<file path="config.mk">
export PLATFORM = sky130hd
export DESIGN_NAME = substring_match_with_alphabet_check
export DESIGN_NICKNAME = d
export VERILOG_FILES = /design/src/rtl/smac_pkg.sv /design/src/rtl/substring_match_with_alphabet_check.sv /design/src/rtl/smac_cfg.sv /design/src/rtl/smac_scan.sv
export SDC_FILE = /design/constraint.sdc
export NUM_CORES = 1
export LEC_CHECK = 0
export ABC_AREA = 1
export BUFFER_PORTS_ARGS = -buffer_cell sky130_fd_sc_hd__buf_2
export CAP_MARGIN = 20
export CORE_ASPECT_RATIO = 1.1
export CORE_MARGIN = 2
export CORE_UTILIZATION = 65
export CTS_CLUSTER_DIAMETER = 40
export DETAILED_ROUTE_END_ITERATION = 10
export PLACE_DENSITY = 0.83
export SLEW_MARGIN = 20
export SYNTH_ARGS = -nofsm -noshare
export SYNTH_HDL_FRONTEND = slang
export SYNTH_HIERARCHICAL = 1
export SYNTH_SLANG_ARGS = --single-unit
export TNS_END_PERCENT = 10
</file>
<file path="constraint.sdc">
create_clock -name i_clk -period 7.84 [get_ports i_clk]
set_input_delay 0.784 -clock i_clk [delete_from_list [all_inputs] [get_ports i_clk]]
set_output_delay 0.784 -clock i_clk [all_outputs]
set_load 0.01 [all_outputs]
</file>
<file path="src/rtl/smac_pkg.sv">
// ----------------------------------------------------------------------------
// smac_pkg: shared types and codes for the substring match block
// Holds the configuration view that the register file hands to the scanner,
// the register indexes and the verdict codes.
// ----------------------------------------------------------------------------
package smac_pkg;

    // Configuration port geometry.
    localparam int CFG_ADDR_W = 3;
    localparam int CFG_DATA_W = 64;

    // Register indexes on the configuration port.
    localparam logic [CFG_ADDR_W-1:0] REG_PAT_LEN   = 3'd0;
    localparam logic [CFG_ADDR_W-1:0] REG_PAT_BYTES = 3'd1;
    localparam logic [CFG_ADDR_W-1:0] REG_ALPHA_0   = 3'd2;
    localparam logic [CFG_ADDR_W-1:0] REG_ALPHA_1   = 3'd3;
    localparam logic [CFG_ADDR_W-1:0] REG_ALPHA_2   = 3'd4;
    localparam logic [CFG_ADDR_W-1:0] REG_ALPHA_3   = 3'd5;

    // Verdict codes given on the last byte of a word.
    localparam logic [1:0] VERDICT_NO_MATCH = 2'd0;
    localparam logic [1:0] VERDICT_MATCH    = 2'd1;
    localparam logic [1:0] VERDICT_FOREIGN  = 2'd2;

    // Register contents as seen by the scanner.
    typedef struct packed {
        logic [3:0]   pat_len;
        logic [63:0]  pat_bytes;
        logic [255:0] alphabet;
    } t_cfg_view;

endpackage

</file>
<file path="src/rtl/substring_match_with_alphabet_check.sv">
// ----------------------------------------------------------------------------
// substring_match_with_alphabet_check: per-word substring and alphabet check
// Streams a word one byte per transfer and gives one verdict on its last byte:
// foreign byte, pattern found, or pattern not found.
//
//   Channel    Direction  Signals                         Content
//   s_axis     in         tvalid tready tdata tlast       symbol, word_end
//   m_axis     out        tvalid tready tdata             verdict
//   cfg        in         i_cfg_we i_cfg_addr i_cfg_data  register writes
//
// One byte per cycle while no held verdict stalls a last byte; each byte waits
// in the input register, is scanned from there, and a last byte's verdict goes
// into the verdict register. A verdict is valid on m_axis from the edge at which
// its last byte leaves the input register.
// Reset is synchronous and active low; it clears the word state and valid bits and resets the registers.
// A held verdict stalls the next last byte in the input register and the bytes
// behind it; other bytes keep flowing.
// ----------------------------------------------------------------------------
module substring_match_with_alphabet_check #(
    parameter int MAX_PATTERN = 8
) (
    input  logic                             i_clk,
    input  logic                             i_rst_n,
    // Byte stream in.
    input  logic                             s_axis_tvalid,
    output logic                             s_axis_tready,
    input  logic [7:0]                       s_axis_tdata,  // [7:0] symbol
    input  logic                             s_axis_tlast,  // word_end
    // Verdict stream out.
    output logic                             m_axis_tvalid,
    input  logic                             m_axis_tready,
    output logic [7:0]                       m_axis_tdata,  // [1:0] verdict, [7:2] zero
    // Configuration writes.
    input  logic                             i_cfg_we,
    input  logic [smac_pkg::CFG_ADDR_W-1:0]  i_cfg_addr,
    input  logic [smac_pkg::CFG_DATA_W-1:0]  i_cfg_data
);
    import smac_pkg::*;

    t_cfg_view  w_cfg;
    logic       r_in_valid;
    logic [7:0] r_in_sym;
    logic       r_in_last;
    logic       r_out_valid;
    logic [1:0] r_out_verdict;
    logic       w_out_free;
    logic       w_adv;
    logic [1:0] w_verdict;

    smac_cfg u_cfg (
        .i_clk   (i_clk),
        .i_rst_n (i_rst_n),
        .i_we    (i_cfg_we),
        .i_addr  (i_cfg_addr),
        .i_data  (i_cfg_data),
        .o_cfg   (w_cfg)
    );

    smac_scan #(
        .MAX_PATTERN (MAX_PATTERN)
    ) u_scan (
        .i_clk     (i_clk),
        .i_rst_n   (i_rst_n),
        .i_step    (w_adv),
        .i_symbol  (r_in_sym),
        .i_last    (r_in_last),
        .i_cfg     (w_cfg),
        .o_verdict (w_verdict)
    );

    // Flow control: only a last byte needs room in the verdict register.
    assign w_out_free    = ~r_out_valid | m_axis_tready;
    assign w_adv         = r_in_valid & (~r_in_last | w_out_free);
    assign s_axis_tready = ~r_in_valid | w_adv;

    // Input register.
    always_ff @(posedge i_clk) begin
        if (!i_rst_n) begin
            r_in_valid <= 1'b0;
        end else if (s_axis_tready) begin
            r_in_valid <= s_axis_tvalid;
        end
    end

    always_ff @(posedge i_clk) begin
        if (s_axis_tvalid && s_axis_tready) begin
            r_in_sym  <= s_axis_tdata;
            r_in_last <= s_axis_tlast;
        end
    end

    // Verdict register.
    always_ff @(posedge i_clk) begin
        if (!i_rst_n) begin
            r_out_valid <= 1'b0;
        end else if (w_adv && r_in_last) begin
            r_out_valid <= 1'b1;
        end else if (m_axis_tready) begin
            r_out_valid <= 1'b0;
        end
    end

    always_ff @(posedge i_clk) begin
        if (w_adv && r_in_last) begin
            r_out_verdict <= w_verdict;
        end
    end

    assign m_axis_tvalid = r_out_valid;
    assign m_axis_tdata  = {6'b000000, r_out_verdict};

    // A verdict only appears after a last byte was scanned.
    a_out_from_last: assert property (@(posedge i_clk) disable iff (!i_rst_n)
        $rose(r_out_valid) |-> $past(w_adv && r_in_last))
        else $error("verdict raised without a scanned last byte");

    // A byte waiting in the input register is kept until it is scanned.
    a_in_held: assert property (@(posedge i_clk) disable iff (!i_rst_n)
        r_in_valid && !w_adv |=> r_in_valid && $stable(r_in_sym) && $stable(r_in_last))
        else $error("waiting input byte was overwritten");

    // A waiting verdict is never replaced by the next one.
    a_out_no_overrun: assert property (@(posedge i_clk) disable iff (!i_rst_n)
        r_out_valid && !m_axis_tready |-> !(w_adv && r_in_last))
        else $error("verdict overwritten before transfer");

    // Only defined verdict codes leave the block.
    a_verdict_code: assert property (@(posedge i_clk) disable iff (!i_rst_n)
        r_out_valid |-> (r_out_verdict == VERDICT_NO_MATCH ||
                         r_out_verdict == VERDICT_MATCH ||
                         r_out_verdict == VERDICT_FOREIGN))
        else $error("undefined verdict code");

endmodule

</file>
<file path="src/rtl/smac_cfg.sv">
// ----------------------------------------------------------------------------
// smac_cfg: configuration register file
// Takes indexed writes and presents pattern length, pattern bytes and the
// 256-bit alphabet set as one structure. Writes to unused indexes are dropped.
// ----------------------------------------------------------------------------
module smac_cfg (
    input  logic                             i_clk,
    input  logic                             i_rst_n,
    input  logic                             i_we,
    input  logic [smac_pkg::CFG_ADDR_W-1:0]  i_addr,
    input  logic [smac_pkg::CFG_DATA_W-1:0]  i_data,
    output smac_pkg::t_cfg_view              o_cfg
);
    import smac_pkg::*;

    logic [3:0]   r_pat_len;
    logic [63:0]  r_pat_bytes;
    logic [255:0] r_alphabet;

    // Register writes, decoded by index.
    always_ff @(posedge i_clk) begin
        if (!i_rst_n) begin
            r_pat_len   <= 4'd1;
            r_pat_bytes <= '0;
            r_alphabet  <= '0;
        end else if (i_we) begin
            unique case (i_addr)
                REG_PAT_LEN:   r_pat_len           <= i_data[3:0];
                REG_PAT_BYTES: r_pat_bytes         <= i_data;
                REG_ALPHA_0:   r_alphabet[63:0]    <= i_data;
                REG_ALPHA_1:   r_alphabet[127:64]  <= i_data;
                REG_ALPHA_2:   r_alphabet[191:128] <= i_data;
                REG_ALPHA_3:   r_alphabet[255:192] <= i_data;
                default: begin
                end
            endcase
        end
    end

    assign o_cfg.pat_len   = r_pat_len;
    assign o_cfg.pat_bytes = r_pat_bytes;
    assign o_cfg.alphabet  = r_alphabet;

endmodule

</file>
<file path="src/rtl/smac_scan.sv">
// ----------------------------------------------------------------------------
// smac_scan: window, pattern compare and sticky word flags
// Shifts each byte into a window of recent bytes, compares the newest bytes
// against the pattern in parallel, checks alphabet membership and forms the
// verdict. The word state clears after the last byte of a word.
// ----------------------------------------------------------------------------
module smac_scan #(
    parameter int MAX_PATTERN = 8
) (
    input  logic                i_clk,
    input  logic                i_rst_n,
    input  logic                i_step,
    input  logic [7:0]          i_symbol,
    input  logic                i_last,
    input  smac_pkg::t_cfg_view i_cfg,
    output logic [1:0]          o_verdict
);
    import smac_pkg::*;

    localparam int         FW      = $clog2(MAX_PATTERN + 1);
    localparam logic [3:0] MAX_LEN = 4'(MAX_PATTERN);

    logic [7:0]    r_win [MAX_PATTERN];
    logic [7:0]    n_win [MAX_PATTERN];
    logic [FW-1:0] r_fill;
    logic [FW-1:0] n_fill;
    logic          r_match;
    logic          n_match;
    logic          r_foreign;
    logic          n_foreign;
    logic [3:0]    w_len;
    logic          w_hit;

    // Effective pattern length: zero counts as one, long values saturate.
    always_comb begin
        if (i_cfg.pat_len == 4'd0) begin
            w_len = 4'd1;
        end else if (i_cfg.pat_len > MAX_LEN) begin
            w_len = MAX_LEN;
        end else begin
            w_len = i_cfg.pat_len;
        end
    end

    // Window after this byte and the saturating fill count.
    always_comb begin
        n_win[0] = i_symbol;
        for (int k = 1; k < MAX_PATTERN; k++) begin
            n_win[k] = r_win[k-1];
        end
        n_fill = (r_fill == FW'(MAX_PATTERN)) ? r_fill : r_fill + 1'b1;
    end

    // Parallel compare: window entry k holds the pattern byte len-1-k.
    always_comb begin
        logic [2:0] pos;
        pos   = '0;
        w_hit = (4'(n_fill) >= w_len);
        for (int k = 0; k < MAX_PATTERN; k++) begin
            pos = 3'(w_len - 4'd1 - 4'(k));
            if ((4'(k) < w_len) && (n_win[k] != i_cfg.pat_bytes[{pos, 3'b000} +: 8])) begin
                w_hit = 1'b0;
            end
        end
    end

    // Sticky flags including this byte.
    assign n_match   = r_match | w_hit;
    assign n_foreign = r_foreign | ~i_cfg.alphabet[i_symbol];

    // Verdict for a word that ends with this byte.
    always_comb begin
        if (n_foreign) begin
            o_verdict = VERDICT_FOREIGN;
        end else if (n_match) begin
            o_verdict = VERDICT_MATCH;
        end else begin
            o_verdict = VERDICT_NO_MATCH;
        end
    end

    // Word state: cleared after the last byte of a word.
    always_ff @(posedge i_clk) begin
        if (!i_rst_n) begin
            r_fill    <= '0;
            r_match   <= 1'b0;
            r_foreign <= 1'b0;
        end else if (i_step) begin
            if (i_last) begin
                r_fill    <= '0;
                r_match   <= 1'b0;
                r_foreign <= 1'b0;
            end else begin
                r_fill    <= n_fill;
                r_match   <= n_match;
                r_foreign <= n_foreign;
            end
        end
    end

    // Window bytes. Entries beyond the fill count are never compared, so
    // they need no clearing between words.
    always_ff @(posedge i_clk) begin
        if (i_step) begin
            r_win <= n_win;
        end
    end

    // The fill count never passes the window depth.
    a_fill_bounded: assert property (@(posedge i_clk) disable iff (!i_rst_n)
        4'(r_fill) <= MAX_LEN)
        else $error("window fill count above window depth");

    // A word end leaves the word state cleared.
    a_word_clear: assert property (@(posedge i_clk) disable iff (!i_rst_n)
        i_step && i_last |=> (r_fill == '0) && !r_match && !r_foreign)
        else $error("word state not cleared after last byte");

endmodule

</file>
* Word-level counts from Yosys, hierarchy flattened
Index checks and enable logic that the tools add are counted.
** Cells by class
- Reductions and logical operators :: 19
- $add $sub $neg :: 9
- Shift operators :: 8
- Mux-type cells :: 19
- Bitwise gates (word level) :: 10
- Eq/ne operators :: 14
- Order comparisons :: 11
** Operator list (count)
- $shiftx A64 B7 Y8 :: 8
- $ne A8 B8 Y1 :: 8
- $lt A3 B4 Y1 const A :: 4
- $mux W4 :: 4
- $mux W1 :: 14
- $reduce_and A2 Y1 :: 6
- $sub A3 B3 Y3 const B :: 4
- $logic_and A1 B1 Y1 :: 10
- $lt A8 B9 Y1 const B :: 1
- $bmux W1 S8 :: 1
- $lt A1 B4 Y1 const A :: 2
- $lt A2 B4 Y1 const A :: 2
- $eq A3 B2 Y1 const B :: 2
- $eq A3 B3 Y1 const B :: 2
- $sub A3 B1 Y3 const B :: 2
- $sub A3 B2 Y3 const B :: 2
- $or A1 B1 Y1 :: 5
- $add A4 B1 Y4 const B :: 1
- $eq A4 B4 Y1 const B :: 1
- $ge A4 B4 Y1 :: 1
- $gt A4 B4 Y1 const B :: 1
- $logic_not A4 Y1 :: 1
- $not A1 Y1 :: 4
- $eq A3 B1 Y1 const B :: 1
- 3 further kinds :: 3
** Storage, ports and cells
- Register bits :: 399
- Word-level logic and storage cells :: 111
- Output and inout port bits :: 10
- Input bits :: 81

* Logic depth before layout (Yosys ltp)
Gate-level depths: netlist of the first run.
- Depth in word-level cells :: 17
- Depth in mapped cells :: 26
- Gate-level depth less buffers :: 24

* Hierarchy
The synthesis of the first run kept the hierarchy.
** By module, submodules not included
- smac_cfg :: cells an instance 1840, seq. area each 6486.2 µm², area an instance 12728.5 µm², times used 1
- smac_scan :: cells an instance 1534, seq. area each 1801.7 µm², area an instance 8504.4 µm², times used 1
- substring_match_with_alphabet_check :: cells an instance 37, seq. area each 370.4 µm², area an instance 500.5 µm², times used 1

* Least setup slack after synthesis of the first run
No wires, ideal clock.
- Path type :: reg2reg
- From :: register u_cfg.r_pat_len[3]
- To :: register r_out_verdict[0], data pin
- Arrival time :: 2.916 ns
- Clock period less this slack :: 3.062 ns
- Setup time :: 0.146 ns
- Buffers on the path :: 3
- Path slack :: 4.778 ns
- Required time :: 7.694 ns
- Cell stages (with the launch flop) :: 22
- Path through :: dfxtp_1 -> nor2_4 -> inv_2 -> buf_1 -> ha_1 -> inv_1 -> clkbuf_1 -> buf_1 -> nand3_1 -> nand3_1 -> nand2_1 -> nand2_1 -> nand2_1 -> nor2_1 -> nand2_1 -> nor2_1 -> nand2_1 -> nor2_1 -> nand2_1 -> nand2_1 -> nand2_1 -> a21oi_1
** On the way
- Longest elaborated chain between the ends :: 17
- Elaborated cells between the ends (all ways) :: 55
- Classes of those cells :: add/sub: 8; order compare: 10; eq/ne: 8; shift: 8; mux: 11; bitwise: 1; reduce/logical: 9
** Ends and longest elaborated chain
- from (decl) :: line smac_cfg.sv:16 : logic [3:0] r_pat_len;
- from (signal assigned) :: line smac_cfg.sv:28 : REG_PAT_LEN: r_pat_len <= i_data[3:0];
- $gt A4 B4 Y1 :: line smac_scan.sv:38 : end else if (i_cfg.pat_len > MAX_LEN) begin
- $mux W4 :: line smac_scan.sv:38
- $mux W4 * :: line smac_scan.sv:36 : if (i_cfg.pat_len == 4'd0) begin
- $sub A3 B1 Y3 :: line smac_scan.sv:60 : pos = 3'(w_len - 4'd1 - 4'(k));
- $sub A3 B1 Y3 or $shiftx A64 B7 Y8 (tied branches) :: line smac_scan.sv:60, smac_scan.sv:61
- $shiftx A64 B7 Y8 or $ne A8 B8 Y1 (tied branches) :: line smac_scan.sv:61 : if ((4'(k) < w_len) && (n_win[k] != i_cfg.pat_bytes[{pos, 3'b000} +: 8])) begin
- $ne A8 B8 Y1 or $logic_and A1 B1 Y1 (tied branches) :: line smac_scan.sv:61
- $logic_and A1 B1 Y1 or $mux W1 (tied branches) :: line smac_scan.sv:61
- $mux W1 (6 in series) :: line smac_scan.sv:61
- $mux W1 * :: line smac_scan.sv:61
- $or A1 B1 Y1 * :: line smac_scan.sv:68 : assign n_match = r_match | w_hit;
- $mux W1 * :: line smac_scan.sv:75 : end else if (n_match) begin
- to (signal assigned) :: line substring_match_with_alphabet_check.sv:105 : r_out_verdict <= w_verdict;
- to (decl) :: line substring_match_with_alphabet_check.sv:45 : logic [1:0] r_out_verdict;
Every way passes the cells marked *; elsewhere a longest branch is shown, timed or not.
A chain may end at the register's enable or synchronous reset.

* Final worst setup path of the first run
Ends and elaborated chain as after synthesis.

==> results of run 1 <==
-- layer usage --
metal  share of wire (%)  up-vias
met3                  11      360
li1                    -    10854
met4                 6.8        0
met5                   0        -
met1                  37    10740
met2                  45     1553
-- synthesized netlist by cell type (all sizes together) (2+ instances only) --
cell type,count,area (um^2)
nand3,665,3328
clkbuf,83,311.6
nand3b,32,240.2
buf,157,793.3
dfxtp,332,6646
a21oi,33,168.9
ha,7,87.58
xnor2,6,52.55
edfxtp,67,2012
nand2,828,3133
o21ai,135,686.9
inv,166,623.1
nand4,2,18.77
xor2,4,35.03
o31ai,8,60.06
o22ai,64,400.4
nor2,818,3113
-- state kept, by name (all words and copies together) (netlist names) --
register and flops:
u_cfg/r_alphabet 256, u_cfg/r_pat_bytes 64, u_scan/n_win 56, r_in_sym 8, u_cfg/r_pat_len 4, u_scan/r_fill 4, r_out_verdict 2, m_axis_tvalid 1
r_in_last 1, r_in_valid 1, u_scan/r_foreign 1, u_scan/r_match 1
-- path summary, 6_finish.rpt --
check,to
min,r_in_sym[3]$_DFFE_PP_
max reg2reg,r_out_verdict[0]$_DFFE_PP_
max,r_out_verdict[0]$_DFFE_PP_
min reg2reg,u_scan/n_win[10]$_DFFE_PP_
-- per-stage QoR --
| step | hold slack, ns | setup slack (ns) | std cells |
|---|---|---|---|
| finish | 0.3694 | 3.202 | 3807 |
| detailed placement | 0.4592 | 3.351 | 3723 |
| floorplan | 0.4244 | 4.778 | 3416 |
| CTS | 0.3575 | 3.313 | 3807 |
| global route | 0.3614 | 2.900 | 3807 |
| global placement | 0.4512 | 3.439 | 3723 |
-- area by class of cell --
cell class / instances / area [um^2]
multi-input cells: 2610 / 11400
fillers: 2721 / 9614
flip-flops and latches: 399 / 8658
clock buffers: 57 / 1286
repair buffers: 115 / 663.1
inverters: 167 / 629.4
well taps: 432 / 540.5
clock inverters: 27 / 317.8
-- power breakdown --
group / switching (mW) / leakage, nW / internal, mW / total (mW)
Sequential: 0.0590 / 3.33 / 2.16 / 2.22
Combinational: 0.508 / 6.22 / 0.202 / 0.710
Clock: 0.935 / 0.772 / 1.32 / 2.26
-- logic make-up (layout without fill, tap and decap cells) --
| family | Yosys count | count (layout) | synth area share [%] |
|---|---|---|---|
| simple gates | 2345 | 2345 | 45.24 |
| compound gates | 242 | 242 | 6.126 |
| flops | 399 | 399 | 39.84 |
| fa+ha+maj | 7 | 7 | 0.4030 |
| buf+inv | 407 | 366 | 7.968 |
| other cells | 1 | 6 | 0.01725 |
| xor+xnor | 10 | 10 | 0.4030 |
==> qor.txt, run 1 <==
Post-route ant nets: 0
IO buf count: 84
Worst vdd ir: 201.7 uV
Overall routing resource usage: 42.99%
DR vias: 23507
Measured slew at the worst slew-check pin: 1.120 ns
Leak: 10.32 nW
Worst path max stage delay: 0.53 ns
R2R Setup Slk: 3.20 ns
PostCTS Resize Cnt: 0
Number of flops mapped to enable cells by yosys: 67
ANT cells: 0
Total gr overflow: 0
Initial antenna violation count: 0
CTS Hold Bufs: 0
Nets@finish: 3429
Synth warnings: 6
Final core utilization: 70.96%
Initial Util: 65.65%
IO Count: 91
Clk pin slew, worst setup/hold paths: 0.06 ns
Worst setup SP type: register
Drc violations: 0
Critical Path Most Common Cell: nand2_1
Worst path depth: 23
Tmin final: 4.638 ns
Final count of negative-setup-slack endpoints: 0
Req. time, crit path: 8.28 ns
Setup repair bufs after CTS: 0
Mapped Area: 21730 um^2
Seq/Total Area, Yosys: 39.84%
Hold Startpoint: s_axis_tdata[3]
Crit path launch: u_cfg/r_pat_len[3]$_SDFFE_PN0P_
Met3 Track Usage GR: 8.391%
Max-slew headroom: 25.32%
Crit-path cells: inv_2, nand2_2, buf_4, nand2_2, inv_1, ha_1, buf_4, inv_1, buf_4, nand2_1, nand2_2, nand3_1, nand3b_1, nand2_1, nor2_1, nand2_1, nor2_1, nor2_1, nor2_1, nand2_1, nand2_1, nand2_1, a21oi_1
Pwr Density: 220.7 nW/um^2
CTS Buf Count: 48
Number of DRC markers in iteration 0: 3070
HP Class: in2reg
Post-Route WL: 76270 um
Max Cap Viol: 0
Crit path buf inv count: 6
Commonest non-fill, non-tap cell in the layout: nand2_1
CTS max path bufs: 3
Crit Path Max Fanout: 70
Total power: 5.184 mW
Gpl congestion: 0.9790
Crit. End Element: register
Layout cells sized above 1: 6.667%
Worst Hold Depth: 1
Fmax: 215.6 MHz
Area after DPL: 21890 um^2
Period utilization: 59.16%
Fin. max-slew vios: 0
Die X: 178.3 um
Fin Setup TNS: 0 ns
Final Hold Vio Count: 0
Met1 usage: 54.84%
Drt wl/cell: 20.03 um
Crit path max-delay family: buffers and inverters
Die extent in y: 195.8 um
Post-synth cell types: 33
Slowest CP cell: buf_4
Post-DR vias/cell: 6.175
Area grow syn2layout: 8.094%
Synth async-reset ratio: 0%
Synth Flop Type: dfxtp_1
Site Rows: 70
Detail Placement HPWL: 49420 um
Post-Synthesis Cells: 3411
Core ar.: 33110 um^2
Global-route wire length before repair: 117000 um
Number of global-route vias before repair: 21387
Worst skew pair latency: 0.59 ns
GRT busiest layer: met2
Syn avg cell area: 6.372 um^2
Clk root buf: clkbuf_16
Seq cells post-synth: 399
Die ar.: 34920 um^2
Clock skew: 0.02111 ns
Htree depth: 2
Largest net degree at the start of global routing: 144
Design area: 23490 um^2
CP Class: reg2reg
Worst EP arrival: 5.08 ns
Most frequent cells in the layout: nand2_1 (820), nor2_1 (807), nand3_1 (665), dfxtp_1 (332), inv_1 (155)
Status: complete, no violations
RSZ-0062 raised after global routing: false
DRT Pass-1 Iters: 7
Cells on worst reg2reg path: 23
RR Startpoint: u_cfg/r_pat_len[3]$_SDFFE_PN0P_
Clock sink total: 399
Met2 GRT Util: 67.34%
CTS tree: yes
Power figures use the tool's default switching activity.
==> inputs of run 2 (changes only) <==
CORE_UTILIZATION = 57   (was 65)
PLACE_DENSITY = 0.77   (was 0.83)
clock period = 4 ns   (was 7.84 ns; I/O delays follow)
==> qor.txt, run 2 (synthesis gave the netlist of run 1 again) <==
Setup repair bufs after CTS: 0 (unchanged)
Die extent in y: 208.8 um (was 195.8 um)
Max-slew headroom: 29.88% (was 25.32%)
Measured slew at the worst slew-check pin: 1.049 ns (was 1.120 ns)
Area after DPL: 22200 um^2 (was 21890 um^2)
Final Hold Vio Count: 0 (unchanged)
Post-Route WL: 76300 um (was 76270 um)
DR vias: 23092 (was 23507)
Worst vdd ir: 364.9 uV (was 201.7 uV)
Design area: 24110 um^2 (was 23490 um^2)
Commonest non-fill, non-tap cell in the layout: nand2_1 (unchanged)
Req. time, crit path: 4.46 ns (was 8.28 ns)
Fin. max-slew vios: 0 (unchanged)
Max Cap Viol: 0 (unchanged)
Clk pin slew, worst setup/hold paths: 0.06 ns (about the same)
Number of DRC markers in iteration 0: 2500 (was 3070)
Worst skew pair latency: 0.62 ns (was 0.59 ns)
Drc violations: 0 (unchanged)
DRT Pass-1 Iters: 6 (was 7)
Worst hold slack: 0.07343 ns (was 0.3694 ns)
Htree depth: 2 (unchanged)
Fin Setup TNS: 0 ns (unchanged)
Crit. End Element: register (unchanged)
Gpl congestion: 0.9316 (was 0.9790)
Overall routing resource usage: 37.95% (was 42.99%)
Crit Path Max Fanout: 38 (was 70)
RSZ-0062 raised after global routing: false (unchanged)
Die ar.: 39710 um^2 (was 34920 um^2)
IO buf count: 84 (unchanged)
Leak: 10.58 nW (was 10.32 nW)
Final core utilization: 63.60% (was 70.96%)
Detail Placement HPWL: 49660 um (was 49420 um)
Pwr Density: 439.9 nW/um^2 (was 220.7 nW/um^2)
Crit path setup slack, layout: 0.6262 ns (was 3.202 ns)
Tmin final: 3.374 ns (was 4.638 ns)
ANT cells: 0 (unchanged)
Post-route ant nets: 0 (unchanged)
Die X: 190.2 um (was 178.3 um)
Layout cells sized above 1: 7.494% (was 6.667%)
CTS tree: yes (unchanged)
CTS max path bufs: 3 (unchanged)
Worst setup SP type: register (unchanged)
Total gr overflow: 0 (unchanged)
Site Rows: 75 (was 70)
Worst EP arrival: 3.83 ns (was 5.08 ns)
Initial antenna violation count: 0 (unchanged)
Post-DR vias/cell: 5.897 (was 6.175)
CP Class: reg2reg (unchanged)
IO Count: 91 (unchanged)
Clk root buf: clkbuf_16 (unchanged)
Largest net degree at the start of global routing: 131 (was 144)
Core ar.: 37910 um^2 (was 33110 um^2)
Drt wl/cell: 19.49 um (was 20.03 um)
Nets@finish: 3460 (was 3429)
Area grow syn2layout: 10.94% (was 8.094%)
Clock sink total: 399 (unchanged)
Global-route wire length before repair: 118100 um (was 117000 um)
Most frequent cells in the layout: nand2_1 (820), nor2_1 (807), nand3_1 (665), dfxtp_1 (332), inv_1 (155) (unchanged)
Period utilization: 84.35% (was 59.16%)
Setup Slack @ Placement: 0.6574 ns (was 3.351 ns)
Status: complete, no violations (unchanged)
Final count of negative-setup-slack endpoints: 0 (unchanged)
Number of global-route vias before repair: 21269 (was 21387)
HP Class: in2reg (unchanged)
Initial Util: 57.33% (was 65.65%)
Clock skew: 0.01814 ns (was 0.02111 ns)
CTS Buf Count: 53 (was 48)
Max reg flops: 256 (unchanged)
Fmax: 296.4 MHz (was 215.6 MHz)
Largest Register: u_cfg/r_alphabet (unchanged)
==> run 2: cell count changes in the layout (fill, tap and decap cells not counted), moves of 2 or more <==
cell / before / now
buf_12: 0 / 8
buf_4: 31 / 40
clkbuf_1: 5 / 7
clkbuf_16: 49 / 53
clkbuf_8: 3 / 5
clkinv_2: 6 / 9
clkinv_4: 4 / 1
dlygate4sd3_1: 0 / 9
inv_6: 4 / 9
==> run 2: stage by stage <==
stage | std cells | power, mW
after floorplan | 3416 | 5.359
after global placement | 3807 | 5.766
after detailed placement | 3808 | 5.794
after CTS | 3916 | 10.61
after global routing | 3916 | 10.95
final | 3916 | 10.61
==> run 2: cell type report <==
| class | count | area, um^2 |
|---|---|---|
| Clock buffer | 65 | 1421 |
| Clock inverter | 34 | 399.1 |
| Fill cell | 3507 | 13800 |
| Inverter | 167 | 629.4 |
| Multi-Input combinational cell | 2610 | 11400 |
| Sequential cell | 399 | 8658 |
| Tap cell | 500 | 625.6 |
| Timing Repair Buffer | 141 | 980.9 |
==> run 2: layer usage <==
metal  share of wire, %  GRT usage (%)
met5                  0              0
met4                5.4          20.05
met3                8.6          5.240
met2                 47          61.59
met1                 39          49.13
==> run 2: path summary, 6_finish.rpt <==
path,startpoint,endpoint,slack [ns],cells after the start
max,u_cfg/r_pat_len[3]$_SDFFE_PN0P_,r_out_verdict[0]$_DFFE_PP_,0.63,22
min,s_axis_tvalid,r_in_valid$_SDFFE_PN0P_,0.07,3
max reg2reg,u_cfg/r_pat_len[3]$_SDFFE_PN0P_,r_out_verdict[0]$_DFFE_PP_,0.63,22
min reg2reg,u_scan/n_win[33]$_DFFE_PP_,u_scan/n_win[25]$_DFFE_PP_,0.47,0
==> run 2: what timing repair did <==
action                                  4_1_cts  5_1_grt
endpoints found under the setup margin        0        0
hold endpoints to repair                      9        0
resized for setup                             0        0
hold buffers                                  9        0
==> run 2: critical path: stages, from the launching register on <==
cell     delay [ns]
dfxtp_1        0.39
nor2_2         0.22
nand2_2        0.09
nand2_2        0.07
inv_1          0.05
ha_1           0.30
buf_4          0.42
nand3_1        0.16
nand2_2        0.33
nand3_1        0.15
nand2_1        0.09
nand2_1        0.05
nand2_1        0.06
nand2_1        0.06
inv_1          0.05
nand2_1        0.08
nor2_1         0.10
nand2_1        0.06
nor2_1         0.10
nand2_1        0.06
nand2_1        0.05
nand2_1        0.13
a21oi_1        0.15
==> run 2: power by group <==
group	leakage (nW)	internal, mW	switching (mW)
Combinational	6.38	0.417	1.00
Sequential	3.33	4.23	0.110
Clock	0.879	2.85	1.99
